==> src/rtl/ascm_pkg.sv <==
// Shared types and constants for the adaptive sample convergence monitor.
// No dependencies; imported by every module of the block.
package ascm_pkg;

  // Defaults for the top-level parameters
  localparam int COUNT_WIDTH_DEF = 16;
  localparam int WARMUP_DEF      = 64;

  // Field and datapath widths
  localparam int DC_W        = 16;          // signed Q3.12 input component
  localparam int CFG_W       = 16;          // config data width
  localparam int COUNT_OUT_W = 16;          // count_now width
  localparam int MEAN_W      = 32;          // mean_now width (Q16.16)
  localparam int LUM_W       = 20;          // luminance / mean magnitude bits
  localparam int RAD_W       = 2 * LUM_W;   // root radicand: sum of squares << 8
  localparam int PROD_W      = 2 * LUM_W;   // |delta| * |delta2|
  localparam int M2_W        = 48;          // Welford M2 (Q16.32)
  localparam int TOL_W       = CFG_W + LUM_W;
  localparam int TSQ_W       = 2 * TOL_W;
  localparam int LIMB_W      = 32;          // shared multiplier operand width
  localparam int ACC_W       = TSQ_W + 2 * LIMB_W;

  // Root and divide loops retire two bits per cycle
  localparam int ITERS  = LUM_W / 2;
  localparam int ITER_W = $clog2(ITERS);

  // Tolerance floor: 1e-4 in Q.32
  localparam logic [TOL_W-1:0] TOL_FLOOR = TOL_W'(429497);

  // Config reset values
  localparam logic [CFG_W-1:0] SAMPLE_LIMIT_RST = CFG_W'(1024);
  localparam logic [CFG_W-1:0] CONF_THRESH_RST  = CFG_W'(655);

  typedef enum logic [1:0] {
    REASON_CONT = 2'd0,
    REASON_MAX  = 2'd1,
    REASON_CONV = 2'd2
  } reason_t;

  typedef enum logic {
    REG_SAMPLE_LIMIT = 1'b0,
    REG_CONF_THRESH  = 1'b1
  } cfg_reg_t;

  // One request to the shared multiply-accumulate unit
  typedef struct packed {
    logic              valid;
    logic              first;   // load instead of accumulate
    logic [1:0]        shift;   // product weight in limbs
    logic [LIMB_W-1:0] a;
    logic [LIMB_W-1:0] b;
  } mac_req_t;

endpackage

==> src/rtl/ascm_mac.sv <==
// Shared 32x32 multiply-accumulate unit with limb-weighted accumulation.
// Depends on ascm_pkg for mac_req_t and widths.
module ascm_mac
  import ascm_pkg::*;
(
  input  logic             clk,
  input  logic             rst,
  input  mac_req_t         req,
  output logic             busy,
  output logic [ACC_W-1:0] acc
);

  logic [2*LIMB_W-1:0] prod;
  logic                p_valid;
  logic                p_first;
  logic [1:0]          p_shift;
  logic [ACC_W-1:0]    addend;

  // align product to its limb weight
  assign addend = ACC_W'(prod) << (LIMB_W * p_shift);
  assign busy   = p_valid;

  always_ff @(posedge clk) begin
    if (rst) begin
      p_valid <= 1'b0;
    end else begin
      p_valid <= req.valid;
    end
  end

  // product stage, then accumulate stage
  always_ff @(posedge clk) begin
    if (req.valid) begin
      prod    <= req.a * req.b;
      p_first <= req.first;
      p_shift <= req.shift;
    end
    if (p_valid) begin
      acc <= p_first ? addend : acc + addend;
    end
  end

endmodule

==> config.mk <==
export PLATFORM = sky130hd
export DESIGN_NAME = ascm_mac
export DESIGN_NICKNAME = d
export VERILOG_FILES = /design/src/rtl/ascm_pkg.sv /design/src/rtl/ascm_mac.sv
export SDC_FILE = /design/constraint.sdc
export NUM_CORES = 2
export LEC_CHECK = 0
export ABC_CLOCK_PERIOD_IN_PS = 32200
export BUFFER_PORTS_ARGS = -buffer_cell sky130_fd_sc_hd__buf_2
export CORE_UTILIZATION = 45
export DETAILED_ROUTE_END_ITERATION = 16
export SYNTH_ARGS = -nofsm -noshare
export SYNTH_HDL_FRONTEND = slang
export SYNTH_SLANG_ARGS = --single-unit
==> constraint.sdc <==
create_clock -name clk -period 32.2 [get_ports clk]
set_clock_uncertainty 0.05 [all_clocks]
set_input_delay 9.66 -clock clk [delete_from_list [all_inputs] [get_ports clk]]
set_output_delay 9.66 -clock clk [all_outputs]
set_load 0.05 [all_outputs]
==> flow_summary.toml <==
[synthesis]
syn_area_per_cell_sq_um = 8.82
syn-num-nets = 7200
synth_seq_cells = 204
synth_edf_count = 203
synth-seq-area-share_pct = 11.9
netlist_instances = 5835
netlist_area_sq_um = 51400
yosysWarnings = 0
yosysUniqueCellTypes = 86
synth_top_flop_cell = "edfxtp_1"
async_flop_share_pct = 0

[timing]
layout_min_cycle_time_ns = 17.39
rsz0062_at_grt = "false"
finalCritPeriodShare_pct = 54.0
worst_pin_slew_ns = 1.33
max_slew_margin_pct = 8.63
setup_violations = 0
finalSetupTns_ns = 0
finalHoldViolations = 0
fmax_mhz = 57.5
maxSlewViolCount = 0

[placed_design]
dp.cells = 7236
placed_area_sq_um = 53200
gp_congestion = 1.05
hpwl_mm = 137
io_buffers = 206

[cts]
post_cts_buffers = 0
clock_sink_count = 204
holdBufCountCts = 0
cts_buffers = 25
htree_levels = 1
clockBufferDepth = 3
cts_resized = 0
clk_pin_slew_worst_paths_ns = 0.07
clkLatencyLatePin_ns = 0.59
cts_tree = "built"
root_buffer = "clkbuf_16"

[global_route]
grt_overflow = 0
grt_pass1_vias = 42300
grt.total_usage_pct = 29.8
grt_pass1_wl_mm = 262
antenna_found_initial = 5
grt_max_degree = 85

[finish]
num-fill-cells = 11100
drive_gt1_share_pct = 5.69
syn2layout_area_growth_pct = 5.10
final_area_sq_um = 54100
final_cells = 7284
nets = 7128

[setup_path]
cp-end-kind = "flip-flop"
timing_worst_setup_path_type = "input pin to flip-flop"
rr_worst_depth = 16
r2r_end = "acc[96]$_DFFE_PP_"
rrSetupSlack_ns = 26.06
worst_r2r_startpoint = "p_shift[1]$_DFFE_PP_"
critical_path.startpoint = "req[46]"
worstSetupEndpoint = "prod[61]$_DFFE_PP_"
crit_required_ns = 32.49
start_kind = "input pin"
crit_arrival_ns = 17.68
cp_max_fo = 32

[outcome]
outcome = "finished clean"

[die]
fp.coreArea_sq_um = 113000
fp.dieH_microns = 340
rows = 123
io_pins = 207
die-area_sq_um = 116000
die_w_microns = 340
initial_utilization_pct = 45.5

[route]
drcViolationCount = 0
wire_per_inst_microns = 23.6
drt_wl_total_mm = 172
vias = 41100
ant_nets = 0
drt-vias-per-instance = 5.65
drt-initial-drc-count = 3663
drt-pass1-iter-count = 9

[hold_path]
min_path_type = "flip-flop to flip-flop"

[job]
drv_cap = 0
-- cell usage in the layout, fill, tap and decap left out, types with 69 or more instances in the layout --
cell type / n
xor2_1: 69
and2_1: 632
a21oi_1: 338
a21o_1: 131
edfxtp_1: 203
nor2_1: 240
xnor2_1: 112
buf_2: 206
nand2_1: 696
ha_1: 398
o21ai_0: 221
nand4_1: 95
fa_1: 897
inv_1: 904
-- routing by layer --
layer | global-route usage (%) | up-vias | share of wire, % | wire, microns
li1 | - | 18500 | - | -
met1 | 40.5 | 20800 | 43 | 73400
met2 | 49.7 | 1551 | 47 | 80700
met3 | 3.38 | 281 | 6.6 | 11400
met4 | 9.78 | 6 | 3.9 | 6700
met5 | 0 | - | 0.027 | 46
-- flip-flops by register name, summed over array words and instances, names as in the netlist --
name and count:
p_first 1, prod 64, acc 136, p_shift 2, busy 1
-- final cells by class --
cell class / instances / area, sq um / area share, %
antenna: 3 / 7.51 / 0.0139
multi-input combinational: 4388 / 40500 / 75.0
tap: 1500 / 1880 / 3.47
sequential: 204 / 6120 / 11.3
timing repair buffer: 239 / 1280 / 2.36
clock buffer: 25 / 626 / 1.16
inverter: 905 / 3400 / 6.29
clock inverter: 20 / 220 / 0.407
-- per-stage QoR --
step	hold WS (ns)	setup WS (ns)	util (%)
after CTS	0.693	14.87	47.9
final	0.676	14.81	47.9
after global routing	0.704	14.41	47.9
after detailed placement	0.671	14.23	47.1
after floorplan	0.617	15.39	-
after global placement	0.661	14.30	47.1
-- logic make-up (layout without fill, tap and decap cells) --
kind of cell    Yosys count  count (layout)  share of synthesized area [%]
xor+xnor                181             181                           3.08
flops                   204             204                           11.9
compound gates          979             979                           11.9
buf+inv                1243            1189                           9.32
other cells               0               3                              0
mux                      44              44                          0.878
simple gates           1889            1889                           18.4
fa+ha+maj              1295            1295                           44.6
-- worst min path at each step --
stage	start	end	depth (start not counted)
3_5_place_dp	busy$_SDFF_PP0_	acc[17]$_DFFE_PP_	0
4_1_cts	busy$_SDFF_PP0_	acc[17]$_DFFE_PP_	0
2_1_floorplan	prod[0]$_DFFE_PP_	acc[64]$_DFFE_PP_	3
6_report	busy$_SDFF_PP0_	acc[17]$_DFFE_PP_	0
5_1_grt	busy$_SDFF_PP0_	acc[17]$_DFFE_PP_	0
3_3_place_gp	busy$_SDFF_PP0_	acc[17]$_DFFE_PP_	0
-- synthesized netlist by cell type, types with 69 or more instances --
library cell	count	area, sq um
o21ai_0	221	1110
xor2_1	69	604
clkbuf_1	309	1160
a21o_1	131	983
nor2_1	240	901
inv_1	905	3400
edfxtp_1	203	6100
xnor2_1	112	981
a21oi_1	338	1690
nand2_1	696	2610
and2_1	632	3950
ha_1	398	4980
nand4_1	95	594
fa_1	897	18000
-- critical path, cell delays in order --
cell and delay [ns]:
buf_2 0.61, and2_1 0.25, fa_1 0.41, inv_1 0.08
fa_1 0.42, fa_1 0.55, fa_1 0.58, inv_1 0.06
fa_1 0.50, inv_1 0.05, fa_1 0.54, inv_1 0.05
fa_1 0.49, fa_1 0.41, ha_1 0.38, and3_1 0.21
nand2_1 0.09, a2111oi_0 0.65, o21bai_1 0.23, a21oi_1 0.35
o31ai_1 0.19, o31ai_1 0.49, nand2_1 0.11, o211ai_1 0.21
xor2_1 0.09
Power is left out: the tool's default activity adds up to more than one toggle a clock period on the data nets, which glitch-free logic cannot reach.
