[src/rtl/ascm_pkg.sv]
// Shared types and constants for the adaptive sample convergence monitor.
// No dependencies; imported by every module of the block.
package ascm_pkg;

  // Defaults for the top-level parameters
  localparam int COUNT_WIDTH_DEF = 16;
  localparam int WARMUP_DEF      = 64;

  // Field and datapath widths
  localparam int DC_W        = 16;          // signed Q3.12 input component
  localparam int CFG_W       = 16;          // config data width
  localparam int COUNT_OUT_W = 16;          // count_now width
  localparam int MEAN_W      = 32;          // mean_now width (Q16.16)
  localparam int LUM_W       = 20;          // luminance / mean magnitude bits
  localparam int RAD_W       = 2 * LUM_W;   // root radicand: sum of squares << 8
  localparam int PROD_W      = 2 * LUM_W;   // |delta| * |delta2|
  localparam int M2_W        = 48;          // Welford M2 (Q16.32)
  localparam int TOL_W       = CFG_W + LUM_W;
  localparam int TSQ_W       = 2 * TOL_W;
  localparam int LIMB_W      = 32;          // shared multiplier operand width
  localparam int ACC_W       = TSQ_W + 2 * LIMB_W;

  // Root and divide loops retire two bits per cycle
  localparam int ITERS  = LUM_W / 2;
  localparam int ITER_W = $clog2(ITERS);

  // Tolerance floor: 1e-4 in Q.32
  localparam logic [TOL_W-1:0] TOL_FLOOR = TOL_W'(429497);

  // Config reset values
  localparam logic [CFG_W-1:0] SAMPLE_LIMIT_RST = CFG_W'(1024);
  localparam logic [CFG_W-1:0] CONF_THRESH_RST  = CFG_W'(655);

  typedef enum logic [1:0] {
    REASON_CONT = 2'd0,
    REASON_MAX  = 2'd1,
    REASON_CONV = 2'd2
  } reason_t;

  typedef enum logic {
    REG_SAMPLE_LIMIT = 1'b0,
    REG_CONF_THRESH  = 1'b1
  } cfg_reg_t;

  // One request to the shared multiply-accumulate unit
  typedef struct packed {
    logic              valid;
    logic              first;   // load instead of accumulate
    logic [1:0]        shift;   // product weight in limbs
    logic [LIMB_W-1:0] a;
    logic [LIMB_W-1:0] b;
  } mac_req_t;

endpackage

[src/rtl/ascm_div.sv]
// Iterative restoring divider, two quotient bits per cycle.
// Depends on ascm_pkg for widths and iteration count.
module ascm_div
  import ascm_pkg::*;
#(
  parameter int DW = COUNT_WIDTH_DEF
)
(
  input  logic             clk,
  input  logic             rst,
  input  logic             start,
  input  logic [LUM_W-1:0] dividend,
  input  logic [DW-1:0]    divisor,
  output logic             done,
  output logic [LUM_W-1:0] quotient
);

  typedef struct packed {
    logic [DW-1:0]    rem;
    logic [LUM_W-1:0] quo;
  } dv_state_t;

  logic              running;
  logic [ITER_W-1:0] iter;
  logic [LUM_W-1:0]  num;
  logic [DW-1:0]     dvs;
  logic [DW-1:0]     rem;
  dv_state_t         s0, s1, s2;

  // one restoring step
  function automatic dv_state_t dv_step(dv_state_t cur, logic nbit, logic [DW-1:0] d);
    dv_state_t   nxt;
    logic [DW:0] rs;
    rs = {cur.rem, nbit};
    if (rs >= {1'b0, d}) begin
      rs      = rs - {1'b0, d};
      nxt.quo = {cur.quo[LUM_W-2:0], 1'b1};
    end else begin
      nxt.quo = {cur.quo[LUM_W-2:0], 1'b0};
    end
    nxt.rem = rs[DW-1:0];
    return nxt;
  endfunction

  always_comb begin
    s0.rem = rem;
    s0.quo = quotient;
    s1 = dv_step(s0, num[LUM_W-1], dvs);
    s2 = dv_step(s1, num[LUM_W-2], dvs);
  end

  // loop control
  always_ff @(posedge clk) begin
    if (rst) begin
      running <= 1'b0;
      done    <= 1'b0;
      iter    <= '0;
    end else begin
      done <= 1'b0;
      if (start) begin
        running <= 1'b1;
        iter    <= ITER_W'(ITERS - 1);
      end else if (running) begin
        if (iter == '0) begin
          running <= 1'b0;
          done    <= 1'b1;
        end
        iter <= iter - 1'b1;
      end
    end
  end

  // datapath
  always_ff @(posedge clk) begin
    if (start) begin
      num      <= dividend;
      dvs      <= divisor;
      rem      <= '0;
      quotient <= '0;
    end else if (running) begin
      num      <= num << 2;
      rem      <= s2.rem;
      quotient <= s2.quo;
    end
  end

endmodule

[config.mk]
export PLATFORM = sky130hd
export DESIGN_NAME = ascm_div
export DESIGN_NICKNAME = d
export VERILOG_FILES = /design/src/rtl/ascm_pkg.sv /design/src/rtl/ascm_div.sv
export SDC_FILE = /design/constraint.sdc
export NUM_CORES = 1
export LEC_CHECK = 0
export ABC_AREA = 0
export BUFFER_PORTS_ARGS = -buffer_cell sky130_fd_sc_hd__buf_2
export CORE_MARGIN = 2
export CORE_UTILIZATION = 40
export CTS_BUF_LIST = sky130_fd_sc_hd__clkbuf_16
export CTS_CLUSTER_SIZE = 25
export DETAILED_ROUTE_END_ITERATION = 8
export PLACE_DENSITY_LB_ADDON = 0.12
export SYNTH_ARGS = -nofsm -noshare
export SYNTH_HDL_FRONTEND = slang
export SYNTH_SLANG_ARGS = --single-unit
export TNS_END_PERCENT = 20
[constraint.sdc]
create_clock -name clk -period 6.8 [get_ports clk]
set_input_delay 1.36 -clock clk [delete_from_list [all_inputs] [get_ports clk]]
set_output_delay 1.36 -clock clk [all_outputs]
set_load 0.05 [all_outputs]
==> impl_metrics.tcl <==
set metrics [dict create \
    synthArstFlopShare_pct 0 \
    synth-seq-area-share_pct 37.99 \
    hold_viol 0 \
    grt_pass1_vias 3604 \
    synth_area_leader_cell "edfxtp_1" \
    cts_max_path_buffers 2 \
    drive_above_1_share_pct 20.25 \
    setup-tns-final_ps 0 \
    hold_path.class "reg -> reg" \
    fin_crit_ps 5494 \
    ant_nets 0 \
    net-switching-power_mw 0.9977 \
    cp.arrival_ps 5750 \
    totalWireLength_um 10950 \
    dieArea_sq_um 13560 \
    peakVddDrop_mv 0.1937 \
    die_h_um 116.5 \
    tightest_slew_ps 1138 \
    cts.sinks 78 \
    start_kind "flip-flop" \
    port_buffers 59 \
    antenna_cells 0 \
    crit_fanout 23 \
    switching_share_pct 42.18 \
    postSynthCellCount 514 \
    grt_pass1_wl_um 18040 \
    max_slew_margin_pct 24.14 \
    power.total_mw 2.365 \
    cap_violations 0 \
    core_area_sq_um 12470 \
    clk_latency_ps 340 \
    crit_path_end_kind "flip-flop" \
    cts_resized 0 \
    synth_fp_nets 588 \
    status "finished clean" \
    antenna_found_initial 0 \
    synth_top_family_by_area "compound AO/OA/AOI/OAI gates" \
    grt.overflow.total 0 \
    synth-adder-area-share_pct 8.954 \
    ys_ff_latch 78 \
    setup_viol 0 \
    fin_crit_sh_pct 80.79 \
    crit_required_ps 7050 \
    fmax_ghz 0.1820 \
    ctsHoldBuffers 0 \
    ys_types 71 \
    gp_congestion 0.8981 \
    nets 622 \
    vias_per_cell 5.243 \
    drc 0 \
    grt-busiest-layer "met2" \
    dr.pass1.iters 6 \
    htree_levels 3 \
    cts_root_buf "clkbuf_16" \
    io_pins 60 \
    cts_setup_buffers 0 \
    vias 3801 \
    start_util_pct 40.58 \
    cts_buffers 9 \
    drtIter0Drc 226 \
    grt_max_degree 44 \
    ys_warn_count 0 \
    cts_tree "built" \
    synth_top_area_share_pct 21.37 \
    dp_hpwl_um 8041 \
    grt_use_met1_pct 22.36 \
    grtUsageTotal_pct 17.44 \
    power_frac_comb_pct 55.7 \
    yosys.area_share.xor_xnor_pct 4.477 \
    ys.flop_type "dfxtp_1" \
    yosys.area_share.simple_pct 13.90 \
    final_max_slew_viol_count 0 \
    power.density_nw_per_um2 420.6 \
    synth_area_leaders "edfxtp_1, dfxtp_1, ha_1, mux2i_1, mux2_2" \
    syn2layout_area_growth_pct 11.18 \
    use_met3_pct 4.152 \
    synth_edf_count 36 \
    seqPwrFrac_pct 24.7 \
    die_w_um 116.5 \
    p_int_mw 1.368 \
    synth_compound_area_share_pct 15.41 \
    grt.met2_usage_pct 28.80 \
    static-leakage-power_nw 2.372 \
    muxShareOfSynthArea_pct 12.05 \
    rsz0062_at_grt "false" \
    drt-wirelength-per-cell_um 15.11 \
    fin_skew_ps 8.579 \
    syn-cell-area_sq_um 5059 \
    clockPowerShare_pct 19.6 \
    path_class "reg -> reg" \
    placementRows 41 \
    syn_area_per_cell_sq_um 9.842 \
    cts.clk_slew.worst_paths_ps 60 \
]
[flip-flops by register name, indices dropped and copies added (netlist names)]
name      count
done          1
dvs          16
num          20
running       1
quotient     20
iter          4
rem          16
[cells by family (layout without fill, tap and decap cells)]
family,after synthesis,count (layout)
simple gates,145,145
compound gates,105,105
flops,78,78
buf+inv,69,108
mux,57,57
fa+ha+maj,35,35
xor+xnor,25,25
[cell usage after synthesis, types with 7 or more instances]
master	n
nor2_1	60
dfxtp_1	42
edfxtp_1	36
ha_1	33
inv_1	31
mux2i_1	29
a21oi_1	27
nand2_1	23
mux2_2	21
buf_4	19
xnor2_1	16
a211oi_1	13
and3_1	9
clkbuf_1	9
nor3_1	9
o21ai_0	9
nor2b_1	8
xor2_1	8
nand3_1	7
o21ai_1	7
[area by class of cell]
class,instances,area (sq um)
clock buffer,10,250.2
timing repair buffer,61,310.3
clock inverter,6,37.54
tap,172,215.2
inverter,31,116.4
fill,1195,6842
multi-input combinational,367,2771
sequential,78,1923
[routing by layer]
metal | up-vias | part of all wire, % | wire length, um
met5 | - | 0 | 0
met4 | 0 | 1.4 | 150
met3 | 10 | 4.4 | 477
met2 | 75 | 48 | 5240
met1 | 1799 | 46 | 5083
li1 | 1917 | - | -
[power groups by stage]
| stage | clock [mW] | sequential, mW | combinational [mW] |
|---|---|---|---|
| finish | 0.464 | 0.585 | 1.32 |
| global route | 0.502 | 0.592 | 1.46 |
| CTS | 0.480 | 0.586 | 1.32 |
| detailed placement | 0 | 0.596 | 1.31 |
| global placement | 0 | 0.595 | 1.30 |
| floorplan | 0 | 0.580 | 1.09 |
[critical path, stage by stage (launching register included)]
cell      delay, ps
edfxtp_1        330
inv_1            70
ha_1            420
and3_1          230
nand4_1         110
nor2_1          180
nand2_1         160
o21ai_2         910
mux2_2          450
ha_1            350
a21oi_1         200
a21boi_1        110
o31ai_1         340
nand3b_1        170
o21ai_1         370
o211ai_4        370
a211o_1         390
a311oi_2        230
[metrics by stage]
step | setup slack (ps) | util (%) | hold slack [ps] | area, sq um | cells
2_1_floorplan | 2418 | - | 468.3 | 5059 | 514
3_3_place_gp | 1608 | 42.81 | 471.3 | 5336 | 709
3_5_place_dp | 1407 | 42.81 | 481.2 | 5336 | 709
4_1_cts | 1364 | 45.12 | 498.6 | 5624 | 725
5_1_grt | 926.8 | 45.12 | 537.8 | 5624 | 725
6_report | 1306 | 45.12 | 492.5 | 5624 | 725
[path summary, 6_finish.rpt]
path	from	endpoint	slack, ps	cells past startpoint
max	dvs[9]$_DFFE_PP_	rem[12]$_SDFFE_PP0P_	1310	17
min	quotient[18]$_SDFFE_PP0P_	quotient[18]$_SDFFE_PP0P_	490	2
max reg2reg	dvs[9]$_DFFE_PP_	rem[12]$_SDFFE_PP0P_	1310	17
min reg2reg	quotient[18]$_SDFFE_PP0P_	quotient[18]$_SDFFE_PP0P_	490	2
[cells in the final DEF, fill, tap and decap left out, types with 6 or more instances in the layout]
master / count
inv_1: 33
xor2_1: 8
nand3_1: 7
o21ai_0: 9
buf_2: 59
a21oi_1: 27
mux2i_1: 29
mux2_2: 21
nor2_1: 60
mux2_1: 6
edfxtp_1: 36
dfxtp_1: 41
nor3_1: 9
xnor2_1: 16
nand2_1: 23
a211oi_1: 13
clkbuf_16: 10
o21ai_1: 7
and3_1: 9
ha_1: 33
nor2b_1: 8
o21a_1: 6
No activity file was read; power rests on OpenSTA's default activity.
