### config.mk
export PLATFORM = sky130hd
export DESIGN_NAME = ascm_isqrt
export DESIGN_NICKNAME = d
export VERILOG_FILES = /design/src/rtl/ascm_pkg.sv /design/src/rtl/ascm_isqrt.sv
export SDC_FILE = /design/constraint.sdc
export NUM_CORES = 1
export LEC_CHECK = 0
export ABC_CLOCK_PERIOD_IN_PS = 6400
export BUFFER_PORTS_ARGS = -buffer_cell sky130_fd_sc_hd__buf_2
export CAP_MARGIN = 20
export CORE_ASPECT_RATIO = 1.75
export CORE_MARGIN = 2
export CORE_UTILIZATION = 45
export DETAILED_ROUTE_END_ITERATION = 10
export GPL_TIMING_DRIVEN = 0
export PLACE_DENSITY = 0.71
export SETUP_SLACK_MARGIN = 0.02
export SLEW_MARGIN = 10
export SYNTH_ARGS = -nofsm -noshare
export SYNTH_HDL_FRONTEND = slang
export SYNTH_SLANG_ARGS = --single-unit
### constraint.sdc
create_clock -name clk -period 6.4 [get_ports clk]
set_input_delay 1.6 -clock clk [delete_from_list [all_inputs] [get_ports clk]]
set_output_delay 1.6 -clock clk [all_outputs]
set_load 0.01 [all_outputs]
### src/rtl/ascm_pkg.sv
// Shared types and constants for the adaptive sample convergence monitor.
// No dependencies; imported by every module of the block.
package ascm_pkg;

  // Defaults for the top-level parameters
  localparam int COUNT_WIDTH_DEF = 16;
  localparam int WARMUP_DEF      = 64;

  // Field and datapath widths
  localparam int DC_W        = 16;          // signed Q3.12 input component
  localparam int CFG_W       = 16;          // config data width
  localparam int COUNT_OUT_W = 16;          // count_now width
  localparam int MEAN_W      = 32;          // mean_now width (Q16.16)
  localparam int LUM_W       = 20;          // luminance / mean magnitude bits
  localparam int RAD_W       = 2 * LUM_W;   // root radicand: sum of squares << 8
  localparam int PROD_W      = 2 * LUM_W;   // |delta| * |delta2|
  localparam int M2_W        = 48;          // Welford M2 (Q16.32)
  localparam int TOL_W       = CFG_W + LUM_W;
  localparam int TSQ_W       = 2 * TOL_W;
  localparam int LIMB_W      = 32;          // shared multiplier operand width
  localparam int ACC_W       = TSQ_W + 2 * LIMB_W;

  // Root and divide loops retire two bits per cycle
  localparam int ITERS  = LUM_W / 2;
  localparam int ITER_W = $clog2(ITERS);

  // Tolerance floor: 1e-4 in Q.32
  localparam logic [TOL_W-1:0] TOL_FLOOR = TOL_W'(429497);

  // Config reset values
  localparam logic [CFG_W-1:0] SAMPLE_LIMIT_RST = CFG_W'(1024);
  localparam logic [CFG_W-1:0] CONF_THRESH_RST  = CFG_W'(655);

  typedef enum logic [1:0] {
    REASON_CONT = 2'd0,
    REASON_MAX  = 2'd1,
    REASON_CONV = 2'd2
  } reason_t;

  typedef enum logic {
    REG_SAMPLE_LIMIT = 1'b0,
    REG_CONF_THRESH  = 1'b1
  } cfg_reg_t;

  // One request to the shared multiply-accumulate unit
  typedef struct packed {
    logic              valid;
    logic              first;   // load instead of accumulate
    logic [1:0]        shift;   // product weight in limbs
    logic [LIMB_W-1:0] a;
    logic [LIMB_W-1:0] b;
  } mac_req_t;

endpackage

### src/rtl/ascm_isqrt.sv
// Iterative integer square root, two result bits per cycle.
// Depends on ascm_pkg for widths and iteration count.
module ascm_isqrt
  import ascm_pkg::*;
(
  input  logic             clk,
  input  logic             rst,
  input  logic             start,
  input  logic [RAD_W-1:0] radicand,
  output logic             done,
  output logic [LUM_W-1:0] root
);

  localparam int RW = LUM_W + 3;

  typedef struct packed {
    logic [RW-1:0]    rem;
    logic [LUM_W-1:0] root;
  } sq_state_t;

  logic              running;
  logic [ITER_W-1:0] iter;
  logic [RAD_W-1:0]  rad;
  logic [RW-1:0]     rem;
  sq_state_t         s0, s1, s2;

  // one digit of the restoring root
  function automatic sq_state_t sq_step(sq_state_t cur, logic [1:0] bits);
    sq_state_t     nxt;
    logic [RW-1:0] shifted;
    logic [RW-1:0] trial;
    shifted = {cur.rem[RW-3:0], bits};
    trial   = RW'({cur.root, 2'b01});
    if (shifted >= trial) begin
      nxt.rem  = shifted - trial;
      nxt.root = {cur.root[LUM_W-2:0], 1'b1};
    end else begin
      nxt.rem  = shifted;
      nxt.root = {cur.root[LUM_W-2:0], 1'b0};
    end
    return nxt;
  endfunction

  // two digits per cycle, top radicand bits first
  always_comb begin
    s0.rem  = rem;
    s0.root = root;
    s1 = sq_step(s0, rad[RAD_W-1 -: 2]);
    s2 = sq_step(s1, rad[RAD_W-3 -: 2]);
  end

  // loop control
  always_ff @(posedge clk) begin
    if (rst) begin
      running <= 1'b0;
      done    <= 1'b0;
      iter    <= '0;
    end else begin
      done <= 1'b0;
      if (start) begin
        running <= 1'b1;
        iter    <= ITER_W'(ITERS - 1);
      end else if (running) begin
        if (iter == '0) begin
          running <= 1'b0;
          done    <= 1'b1;
        end
        iter <= iter - 1'b1;
      end
    end
  end

  // datapath
  always_ff @(posedge clk) begin
    if (start) begin
      rad  <= radicand;
      rem  <= '0;
      root <= '0;
    end else if (running) begin
      rad  <= rad << 4;
      rem  <= s2.rem;
      root <= s2.root;
    end
  end

endmodule

==> run_summary.xml, run 1 <==
<?xml version="1.0" encoding="UTF-8"?>
<metrics>
  <group name="synthesis">
    <metric name="synth_top_flop_cell" unit="">sky130_fd_sc_hd__dfxtp_1</metric>
    <metric name="yosys_register_bits" unit="">87</metric>
    <metric name="synth-async-reset-ratio" unit="">0</metric>
    <metric name="synth_top_area_share" unit="">0.1826</metric>
    <metric name="yosysWarnings" unit="">0</metric>
    <metric name="ys_top_cells_by_area" unit="">sky130_fd_sc_hd__edfxtp_1 18%, sky130_fd_sc_hd__dfxtp_1 14%, sky130_fd_sc_hd__ha_1 8.6%, sky130_fd_sc_hd__mux2_2 6.5%, sky130_fd_sc_hd__nor2_1 4.1%</metric>
    <metric name="yosysSeqAreaShare" unit="">0.3257</metric>
    <metric name="post-synth-top-count-cell" unit="">sky130_fd_sc_hd__nor2_1</metric>
    <metric name="synth_largest_area_cell" unit="">sky130_fd_sc_hd__edfxtp_1</metric>
    <metric name="synth_area" unit="sq mm">0.006578</metric>
    <metric name="synth_top_cells_by_count" unit="">72 x sky130_fd_sc_hd__nor2_1, 50 x sky130_fd_sc_hd__nand2_1, 47 x sky130_fd_sc_hd__dfxtp_1</metric>
    <metric name="post_synthesis_mean_instance_area" unit="sq um">9.174</metric>
    <metric name="mappedNetlistNets" unit="">805</metric>
    <metric name="synthesis.instances" unit="">717</metric>
    <metric name="synth-edff-count" unit="">40</metric>
    <metric name="synth.distinct_cells" unit="">84</metric>
  </group>
  <group name="layout">
    <metric name="final_net_count" unit="">878</metric>
    <metric name="final_cells" unit="">975</metric>
    <metric name="flow.area_growth_from_synthesis" unit="%">13.09</metric>
    <metric name="finalCoreUtilization" unit="">0.5177</metric>
    <metric name="num_antenna_cells" unit="">0</metric>
    <metric name="stdcell_area" unit="sq mm">0.007438</metric>
    <metric name="fill_cells" unit="">1388</metric>
    <metric name="drive_above_1_share" unit="">0.2264</metric>
  </group>
  <group name="cts">
    <metric name="cts_tree" unit="">done</metric>
    <metric name="htreeDepth" unit="">3</metric>
    <metric name="numCtsBuffers" unit="">9</metric>
    <metric name="setup_repair_bufs_after_cts" unit="">0</metric>
    <metric name="worst_skew_pair.late_latency" unit="ns">0.35</metric>
    <metric name="postCtsHoldBufs" unit="">0</metric>
    <metric name="max-clock-path-buffers" unit="">2</metric>
    <metric name="cts.reportedPaths.clkPinSlew" unit="ns">0.07</metric>
    <metric name="tritoncts_num_sinks" unit="">87</metric>
    <metric name="ctsResizeCount" unit="">0</metric>
    <metric name="ctsRootBufferMaster" unit="">sky130_fd_sc_hd__clkbuf_16</metric>
  </group>
  <group name="routing">
    <metric name="route.final.wire_length" unit="mm">19.31</metric>
    <metric name="initialDrtViolationCount" unit="">317</metric>
    <metric name="drt-pass1-iter-count" unit="">5</metric>
    <metric name="wl_per_cell" unit="um">19.80</metric>
    <metric name="drc_errors" unit="">0</metric>
    <metric name="dr_total_vias" unit="">5803</metric>
    <metric name="antenna_violating_nets_post_route" unit="">0</metric>
    <metric name="detail_route.vias_per_cell" unit="">5.952</metric>
  </group>
  <group name="floorplan">
    <metric name="floorplan.initialDensity" unit="">0.4578</metric>
    <metric name="ioPinCount" unit="">64</metric>
    <metric name="core_footprint" unit="sq mm">0.01437</metric>
    <metric name="die_x" unit="um">95.39</metric>
    <metric name="placement_rows" unit="">58</metric>
    <metric name="die_h" unit="um">163.9</metric>
    <metric name="die_area" unit="sq mm">0.01564</metric>
  </group>
  <group name="worst_setup_path">
    <metric name="critical_path.top_delay_family" unit="">compound AO/OA/AOI/OAI gates</metric>
    <metric name="critPathLaunch" unit="">root[16]$_SDFFE_PP0P_</metric>
    <metric name="r2r_start" unit="">root[16]$_SDFFE_PP0P_</metric>
    <metric name="critical_path_class" unit="">flip-flop to flip-flop</metric>
    <metric name="worstPathRequired" unit="ns">6.65</metric>
    <metric name="critPathBufInv" unit="">4</metric>
    <metric name="worstPathArrival" unit="ns">6.34</metric>
    <metric name="critical_path.slowest_cell" unit="">sky130_fd_sc_hd__buf_1</metric>
    <metric name="crit_fanout" unit="">10</metric>
    <metric name="crit_path_cell_trace" unit="">inv_1 &gt; ha_1 &gt; and3_4 &gt; nand4_4 &gt; o31a_1 &gt; and2_2 &gt; nand2b_4 &gt; buf_2 &gt; buf_1 &gt; a21oi_1 &gt; ha_1 &gt; a21o_1 &gt; a211oi_2 &gt; nor2_1 &gt; a221oi_2 &gt; o31ai_4 &gt; a31o_4 &gt; a221oi_4 &gt; buf_2 &gt; a32oi_1 &gt; o31ai_1</metric>
    <metric name="cp-end-kind" unit="">flip-flop</metric>
    <metric name="critical_path_source_type" unit="">flip-flop</metric>
    <metric name="max_stage_delay" unit="ns">0.50</metric>
  </group>
  <group name="sta">
    <metric name="finalCriticalPeriod" unit="ns">6.083</metric>
    <metric name="slew_viol_final" unit="">0</metric>
    <metric name="grt_setup_unrepaired" unit="">false</metric>
    <metric name="fin_skew" unit="ns">0.01053</metric>
    <metric name="layout_worst_path_cycle_share" unit="">0.9505</metric>
    <metric name="hold_viol" unit="">0</metric>
    <metric name="worst_pin_slew" unit="ns">0.8307</metric>
    <metric name="max_clock_freq" unit="MHz">164.4</metric>
    <metric name="max-slew-margin-rel" unit="">0.4442</metric>
    <metric name="fin_tns_setup" unit="ns">0</metric>
    <metric name="finish_stage_setup_viols" unit="">0</metric>
  </group>
  <group name="global_route">
    <metric name="initial_antenna_violation_count" unit="">0</metric>
    <metric name="grt_max_degree" unit="">41</metric>
    <metric name="grt_pass1_vias" unit="">5912</metric>
    <metric name="grt_util_all_layers" unit="">0.2605</metric>
    <metric name="global_route_wire_length_before_repair" unit="mm">30.50</metric>
    <metric name="total_global_routing_overflow" unit="">0</metric>
  </group>
  <group name="min_path">
    <metric name="min-delay-path-class" unit="">flip-flop to flip-flop</metric>
    <metric name="min-delay-start" unit="">rem[11]$_SDFFE_PP0P_</metric>
  </group>
  <group name="placed_design">
    <metric name="placed_cells" unit="">959</metric>
    <metric name="dpl-instance-area" unit="sq mm">0.007113</metric>
    <metric name="globalplace.congestion" unit="">0.9917</metric>
    <metric name="buffer_ports.inserted" unit="">62</metric>
    <metric name="place.detailed.hpwl" unit="mm">15.21</metric>
  </group>
  <group name="outcome">
    <metric name="outcome" unit="">complete, no violations</metric>
  </group>
  <group name="job">
    <metric name="max_cap_violations" unit="">0</metric>
  </group>
</metrics>
[metrics by stage]
stage	hold WS [ns]	setup WS, ns
2_1_floorplan	0.4400	1.433
3_3_place_gp	0.4871	0.06260
3_5_place_dp	0.4907	0.08431
4_1_cts	0.5045	0.08919
5_1_grt	0.5143	0.02820
6_report	0.5054	0.3169
[logic make-up (layout without fill, tap and decap cells)]
group           Yosys count  count (layout)  share of synthesized area
simple gates            213             213                     0.1640
compound gates          187             187                     0.2100
buf+inv                  91             169                    0.07019
flops                    87              87                     0.3257
mux                      60              60                    0.09930
fa+ha+maj                45              45                    0.08560
xor+xnor                 34              34                    0.04527
[final cells by class]
type / instances / area, sq um / area share
buffer: 54 / 324.1 / 0.04357
timing repair buffer: 62 / 310.3 / 0.04172
clock buffer: 11 / 232.7 / 0.03129
multi-input combinational: 539 / 3984 / 0.5356
sequential: 87 / 2142 / 0.2880
tap: 180 / 225.2 / 0.03028
clock inverter: 5 / 81.33 / 0.01093
inverter: 37 / 138.9 / 0.01867
[cells in the final DEF, fill, tap and decap left out, drive strengths merged, types with 11 or more instances in the layout]
cell	n
buf	97
nor2	72
nand2	51
dfxtp	47
ha	45
a21oi	42
edfxtp	40
mux2	39
inv	38
o21ai	33
clkbuf	30
a21o	24
xnor2	22
mux2i	21
nor3	18
a211oi	14
nand3	13
xor2	12
a32oi	11
[flip-flops by register name (all words and copies together), names as in the netlist]
name / cells
rem: 21
running: 1
root: 20
iter: 4
done: 1
rad: 40
[worst register-to-register path, stage by stage (launching register included)]
cell	delay, ns
sky130_fd_sc_hd__dfxtp_1	0.39
sky130_fd_sc_hd__inv_1	0.16
sky130_fd_sc_hd__ha_1	0.41
sky130_fd_sc_hd__and3_4	0.26
sky130_fd_sc_hd__nand4_4	0.13
sky130_fd_sc_hd__o31a_1	0.41
sky130_fd_sc_hd__and2_2	0.25
sky130_fd_sc_hd__nand2b_4	0.09
sky130_fd_sc_hd__buf_2	0.25
sky130_fd_sc_hd__buf_1	0.51
sky130_fd_sc_hd__a21oi_1	0.21
sky130_fd_sc_hd__ha_1	0.43
sky130_fd_sc_hd__a21o_1	0.25
sky130_fd_sc_hd__a211oi_2	0.23
sky130_fd_sc_hd__nor2_1	0.12
sky130_fd_sc_hd__a221oi_2	0.35
sky130_fd_sc_hd__o31ai_4	0.15
sky130_fd_sc_hd__a31o_4	0.30
sky130_fd_sc_hd__a221oi_4	0.50
sky130_fd_sc_hd__buf_2	0.34
sky130_fd_sc_hd__a32oi_1	0.14
sky130_fd_sc_hd__o31ai_1	0.11
[metal layers]
metal | up-vias | part of all wire | track usage
met5 | - | 0 | 0
met4 | 0 | 0.11 | 0.2422
met3 | 101 | 0.051 | 0.05092
met2 | 216 | 0.51 | 0.4539
met1 | 2714 | 0.33 | 0.2477
li1 | 2772 | - | -
[final timing paths]
check / to / slack [ns] / cells after the start
min reg2reg: rem[11]$_SDFFE_PP0P_ / 0.51 / 2
min: rem[11]$_SDFFE_PP0P_ / 0.51 / 2
max reg2reg: rem[17]$_SDFFE_PP0P_ / 0.32 / 21
max: rem[17]$_SDFFE_PP0P_ / 0.32 / 21
Power of run 1 is left out: the tool's default activity adds up to more than one toggle a clock period on the data nets, which glitch-free logic cannot reach.
==> run 2: changes to the inputs <==
--- a/config.mk
+++ b/config.mk
@@ -5,7 +5,8 @@
 export SDC_FILE = /design/constraint.sdc
 export NUM_CORES = 1
 export LEC_CHECK = 0
-export ABC_CLOCK_PERIOD_IN_PS = 6400
+export ABC_AREA = 1
+export ABC_CLOCK_PERIOD_IN_PS = 5220
 export BUFFER_PORTS_ARGS = -buffer_cell sky130_fd_sc_hd__buf_2
 export CAP_MARGIN = 20
 export CORE_ASPECT_RATIO = 1.75
@@ -13,7 +14,7 @@
 export CORE_UTILIZATION = 45
 export DETAILED_ROUTE_END_ITERATION = 10
 export GPL_TIMING_DRIVEN = 0
-export PLACE_DENSITY = 0.71
+export PLACE_DENSITY = 0.74
 export SETUP_SLACK_MARGIN = 0.02
 export SLEW_MARGIN = 10
 export SYNTH_ARGS = -nofsm -noshare
==> constraint.sdc (replaced) <==
create_clock -name clk -period 5.22 [get_ports clk]
set_input_delay 1.305 -clock clk [delete_from_list [all_inputs] [get_ports clk]]
set_output_delay 1.305 -clock clk [all_outputs]
set_load 0.01 [all_outputs]
==> run_summary.xml, run 2 <==
<?xml version="1.0" encoding="UTF-8"?>
<metrics>
  <group name="outcome">
    <metric name="outcome" unit="">complete, no violations</metric>
  </group>
  <group name="routing">
    <metric name="drt-pass1-iter-count" unit="">5</metric>
    <metric name="drc_errors" unit="">0</metric>
    <metric name="dr_total_vias" unit="">5927</metric>
    <metric name="route.final.wire_length" unit="mm">17.97</metric>
    <metric name="detail_route.vias_per_cell" unit="">5.176</metric>
    <metric name="antenna_violating_nets_post_route" unit="">0</metric>
    <metric name="wl_per_cell" unit="um">15.70</metric>
    <metric name="initialDrtViolationCount" unit="">331</metric>
  </group>
  <group name="global_route">
    <metric name="grt_util_all_layers" unit="">0.2454</metric>
    <metric name="global_route_wire_length_before_repair" unit="mm">28.17</metric>
    <metric name="grt_max_degree" unit="">32</metric>
    <metric name="grt_pass1_vias" unit="">5735</metric>
    <metric name="total_global_routing_overflow" unit="">0</metric>
    <metric name="initial_antenna_violation_count" unit="">0</metric>
  </group>
  <group name="cts">
    <metric name="max-clock-path-buffers" unit="">2</metric>
    <metric name="cts.reportedPaths.clkPinSlew" unit="ns">0.07</metric>
    <metric name="ctsRootBufferMaster" unit="">sky130_fd_sc_hd__clkbuf_16</metric>
    <metric name="numCtsBuffers" unit="">9</metric>
    <metric name="cts_tree" unit="">done</metric>
    <metric name="htreeDepth" unit="">3</metric>
    <metric name="tritoncts_num_sinks" unit="">87</metric>
    <metric name="worst_skew_pair.late_latency" unit="ns">0.34</metric>
    <metric name="setup_repair_bufs_after_cts" unit="">0</metric>
  </group>
  <group name="job">
    <metric name="max_cap_violations" unit="">0</metric>
  </group>
  <group name="synthesis">
    <metric name="synth-edff-count" unit="">40</metric>
    <metric name="synth.distinct_cells" unit="">46</metric>
    <metric name="synth_simple_gate_area_frac" unit="">0.3011</metric>
    <metric name="synth_area" unit="sq mm">0.006280</metric>
    <metric name="synth_top_area_share" unit="">0.1913</metric>
    <metric name="mappedNetlistNets" unit="">976</metric>
    <metric name="yosys_register_bits" unit="">87</metric>
    <metric name="synth_compound_area_frac" unit="">0.1223</metric>
    <metric name="synth_largest_area_cell" unit="">sky130_fd_sc_hd__edfxtp_1</metric>
    <metric name="yosysSeqAreaShare" unit="">0.3411</metric>
    <metric name="synth_fa_ha_area_frac" unit="">0.08966</metric>
    <metric name="ys_top_cells_by_area" unit="">sky130_fd_sc_hd__edfxtp_1 19%, sky130_fd_sc_hd__nand2_1 18%, sky130_fd_sc_hd__dfxtp_1 15%, sky130_fd_sc_hd__ha_1 9.0%, sky130_fd_sc_hd__inv_1 6.3%</metric>
    <metric name="yosysWarnings" unit="">0</metric>
    <metric name="synth_top_cells_by_count" unit="">300 x sky130_fd_sc_hd__nand2_1, 105 x sky130_fd_sc_hd__inv_1, 55 x sky130_fd_sc_hd__nor2_1</metric>
    <metric name="synthesis.instances" unit="">888</metric>
    <metric name="synth-async-reset-ratio" unit="">0</metric>
    <metric name="post_synthesis_mean_instance_area" unit="sq um">7.072</metric>
    <metric name="synthXorXnorAreaFrac" unit="">0.04045</metric>
    <metric name="largest_family_of_logic_cells_by_synthesized_area" unit="">simple AND/OR/NAND/NOR gates</metric>
    <metric name="synth_top_flop_cell" unit="">sky130_fd_sc_hd__dfxtp_1</metric>
    <metric name="muxShareOfSynthArea" unit="">0</metric>
    <metric name="post-synth-top-count-cell" unit="">sky130_fd_sc_hd__nand2_1</metric>
  </group>
  <group name="sta">
    <metric name="grt_setup_unrepaired" unit="">false</metric>
    <metric name="max-slew-margin-rel" unit="">0.5330</metric>
    <metric name="fin_hold_ws" unit="ns">0.4762</metric>
    <metric name="finalCriticalPeriod" unit="ns">4.954</metric>
    <metric name="slew_viol_final" unit="">0</metric>
    <metric name="max_clock_freq" unit="MHz">201.9</metric>
    <metric name="layout_worst_path_cycle_share" unit="">0.9490</metric>
    <metric name="fin_tns_setup" unit="ns">0</metric>
    <metric name="finish_stage_setup_viols" unit="">0</metric>
    <metric name="fin_skew" unit="ns">0.005793</metric>
    <metric name="hold_viol" unit="">0</metric>
    <metric name="worst_pin_slew" unit="ns">0.7005</metric>
  </group>
  <group name="min_path">
    <metric name="min-delay-path-class" unit="">flip-flop to flip-flop</metric>
  </group>
  <group name="worst_setup_path">
    <metric name="critical_path.slowest_cell" unit="">sky130_fd_sc_hd__clkbuf_1</metric>
    <metric name="critical_path_class" unit="">flip-flop to flip-flop</metric>
    <metric name="worstPathArrival" unit="ns">5.24</metric>
    <metric name="timing.reg2reg.setup_slack" unit="ns">0.27</metric>
    <metric name="max_stage_delay" unit="ns">0.49</metric>
    <metric name="crit_fanout" unit="">10</metric>
    <metric name="critPathLaunch" unit="">root[1]$_SDFFE_PP0P_</metric>
    <metric name="critical_path_source_type" unit="">flip-flop</metric>
    <metric name="endpoint" unit="">rem[20]$_SDFFE_PP0P_</metric>
    <metric name="worst_r2r_path_depth" unit="">27</metric>
    <metric name="cp-end-kind" unit="">flip-flop</metric>
    <metric name="r2r-end" unit="">rem[20]$_SDFFE_PP0P_</metric>
    <metric name="worstPathRequired" unit="ns">5.51</metric>
    <metric name="crit_top_cell" unit="">sky130_fd_sc_hd__nand2_1</metric>
    <metric name="r2r_start" unit="">root[1]$_SDFFE_PP0P_</metric>
  </group>
  <group name="layout">
    <metric name="layout.cells.most_common" unit="">sky130_fd_sc_hd__nand2_1</metric>
    <metric name="layout_common_cells" unit="">300 x sky130_fd_sc_hd__nand2_1, 105 x sky130_fd_sc_hd__inv_1, 65 x sky130_fd_sc_hd__buf_2, 53 x sky130_fd_sc_hd__nor2_1, 47 x sky130_fd_sc_hd__dfxtp_1</metric>
    <metric name="drive_above_1_share" unit="">0.1488</metric>
    <metric name="largest_register_ffs" unit="">40</metric>
    <metric name="flow.area_growth_from_synthesis" unit="%">14.11</metric>
    <metric name="fill_cells" unit="">1392</metric>
    <metric name="final_net_count" unit="">1051</metric>
    <metric name="num_antenna_cells" unit="">0</metric>
    <metric name="biggestRegsByFlops" unit="">rad x40, rem x21, root x20</metric>
    <metric name="registers.top_by_ff_count" unit="">rad</metric>
  </group>
  <group name="floorplan">
    <metric name="placement_rows" unit="">57</metric>
    <metric name="ioPinCount" unit="">64</metric>
    <metric name="die_h" unit="um">160.3</metric>
    <metric name="die_area" unit="sq mm">0.01495</metric>
    <metric name="core_footprint" unit="sq mm">0.01376</metric>
    <metric name="die_x" unit="um">93.30</metric>
    <metric name="floorplan.initialDensity" unit="">0.4562</metric>
  </group>
  <group name="placed_design">
    <metric name="buffer_ports.inserted" unit="">63</metric>
    <metric name="place.detailed.hpwl" unit="mm">14.58</metric>
    <metric name="globalplace.congestion" unit="">0.9813</metric>
  </group>
</metrics>
## run 2: changes by cell type after synthesis, sizes merged, moves of 11 or more
cell / change
a211oi: -12
a21o: -20
a32oi: -11
inv: +70
mux2: -39
mux2i: -21
nand2: +272
nand3: +30
nor2: -11
o22ai: +18
xnor2: -13
## run 2: cells by family after synthesis
logic type,after synthesis
compound gates,132
xor+xnor,29
fa+ha+maj,45
buf+inv,150
flops,87
simple gates,445
## run 2: worst min-delay path by stage
stage                          from                    to  slack (ns)  cells after the start
6_report       iter[3]$_SDFFE_PP0P_  iter[3]$_SDFFE_PP0P_        0.48                      2
5_1_grt        iter[3]$_SDFFE_PP0P_  iter[3]$_SDFFE_PP0P_        0.51                      2
4_1_cts        iter[3]$_SDFFE_PP0P_  iter[3]$_SDFFE_PP0P_        0.48                      2
3_5_place_dp   iter[3]$_SDFFE_PP0P_  iter[3]$_SDFFE_PP0P_        0.47                      2
3_3_place_gp   iter[3]$_SDFFE_PP0P_  iter[3]$_SDFFE_PP0P_        0.45                      2
2_1_floorplan  iter[3]$_SDFFE_PP0P_  iter[3]$_SDFFE_PP0P_        0.44                      2
## run 2: repair_timing
action / in CTS / in global routing
hold buffers: 0 / 0
endpoints found under the setup margin: 0 / 17
resized for setup: 0 / 6
## run 2: worst max-delay path, delay by kind of cell (launching register included)
| family | cells | cell delay (ns) |
|---|---|---|
| simple gates | 14 | 1.63 |
| buf+inv | 6 | 1.11 |
| compound gates | 5 | 1.09 |
| fa+ha+maj | 2 | 0.69 |
| flops | 1 | 0.34 |
## run 2: through the flow
step | instances | setup WS (ns) | instance area (sq um) | util
6_report | 1145 | 0.2664 | 7166 | 0.5206
5_1_grt | 1145 | 0.03022 | 7166 | 0.5206
4_1_cts | 1145 | 0.1738 | 7158 | 0.5200
3_5_place_dp | 1129 | 0.1908 | 6838 | 0.4968
3_3_place_gp | 1128 | 0.1699 | 6817 | 0.4952
2_1_floorplan | 888 | 1.574 | 6280 | -
## run 2: metal layers
metal,up-vias,GRT usage,part of all wire
met5,-,0,0
met2,177,0.4467,0.53
met3,69,0.03302,0.030
li1,3014,-,-
met4,0,0.1858,0.083
met1,2667,0.2436,0.36
## run 2: layout make-up
class	instances	area, sq um	share of cell area
repair buffers	64	335.3	0.04680
flip-flops and latches	87	2142	0.2989
plain buffers	42	257.7	0.03597
clock inverters	6	91.34	0.01275
inverters	108	407.9	0.05692
clock buffers	10	229.0	0.03195
multi-input cells	651	3481	0.4858
well taps	177	221.5	0.03091
Power of run 2 is left out for the same reason.
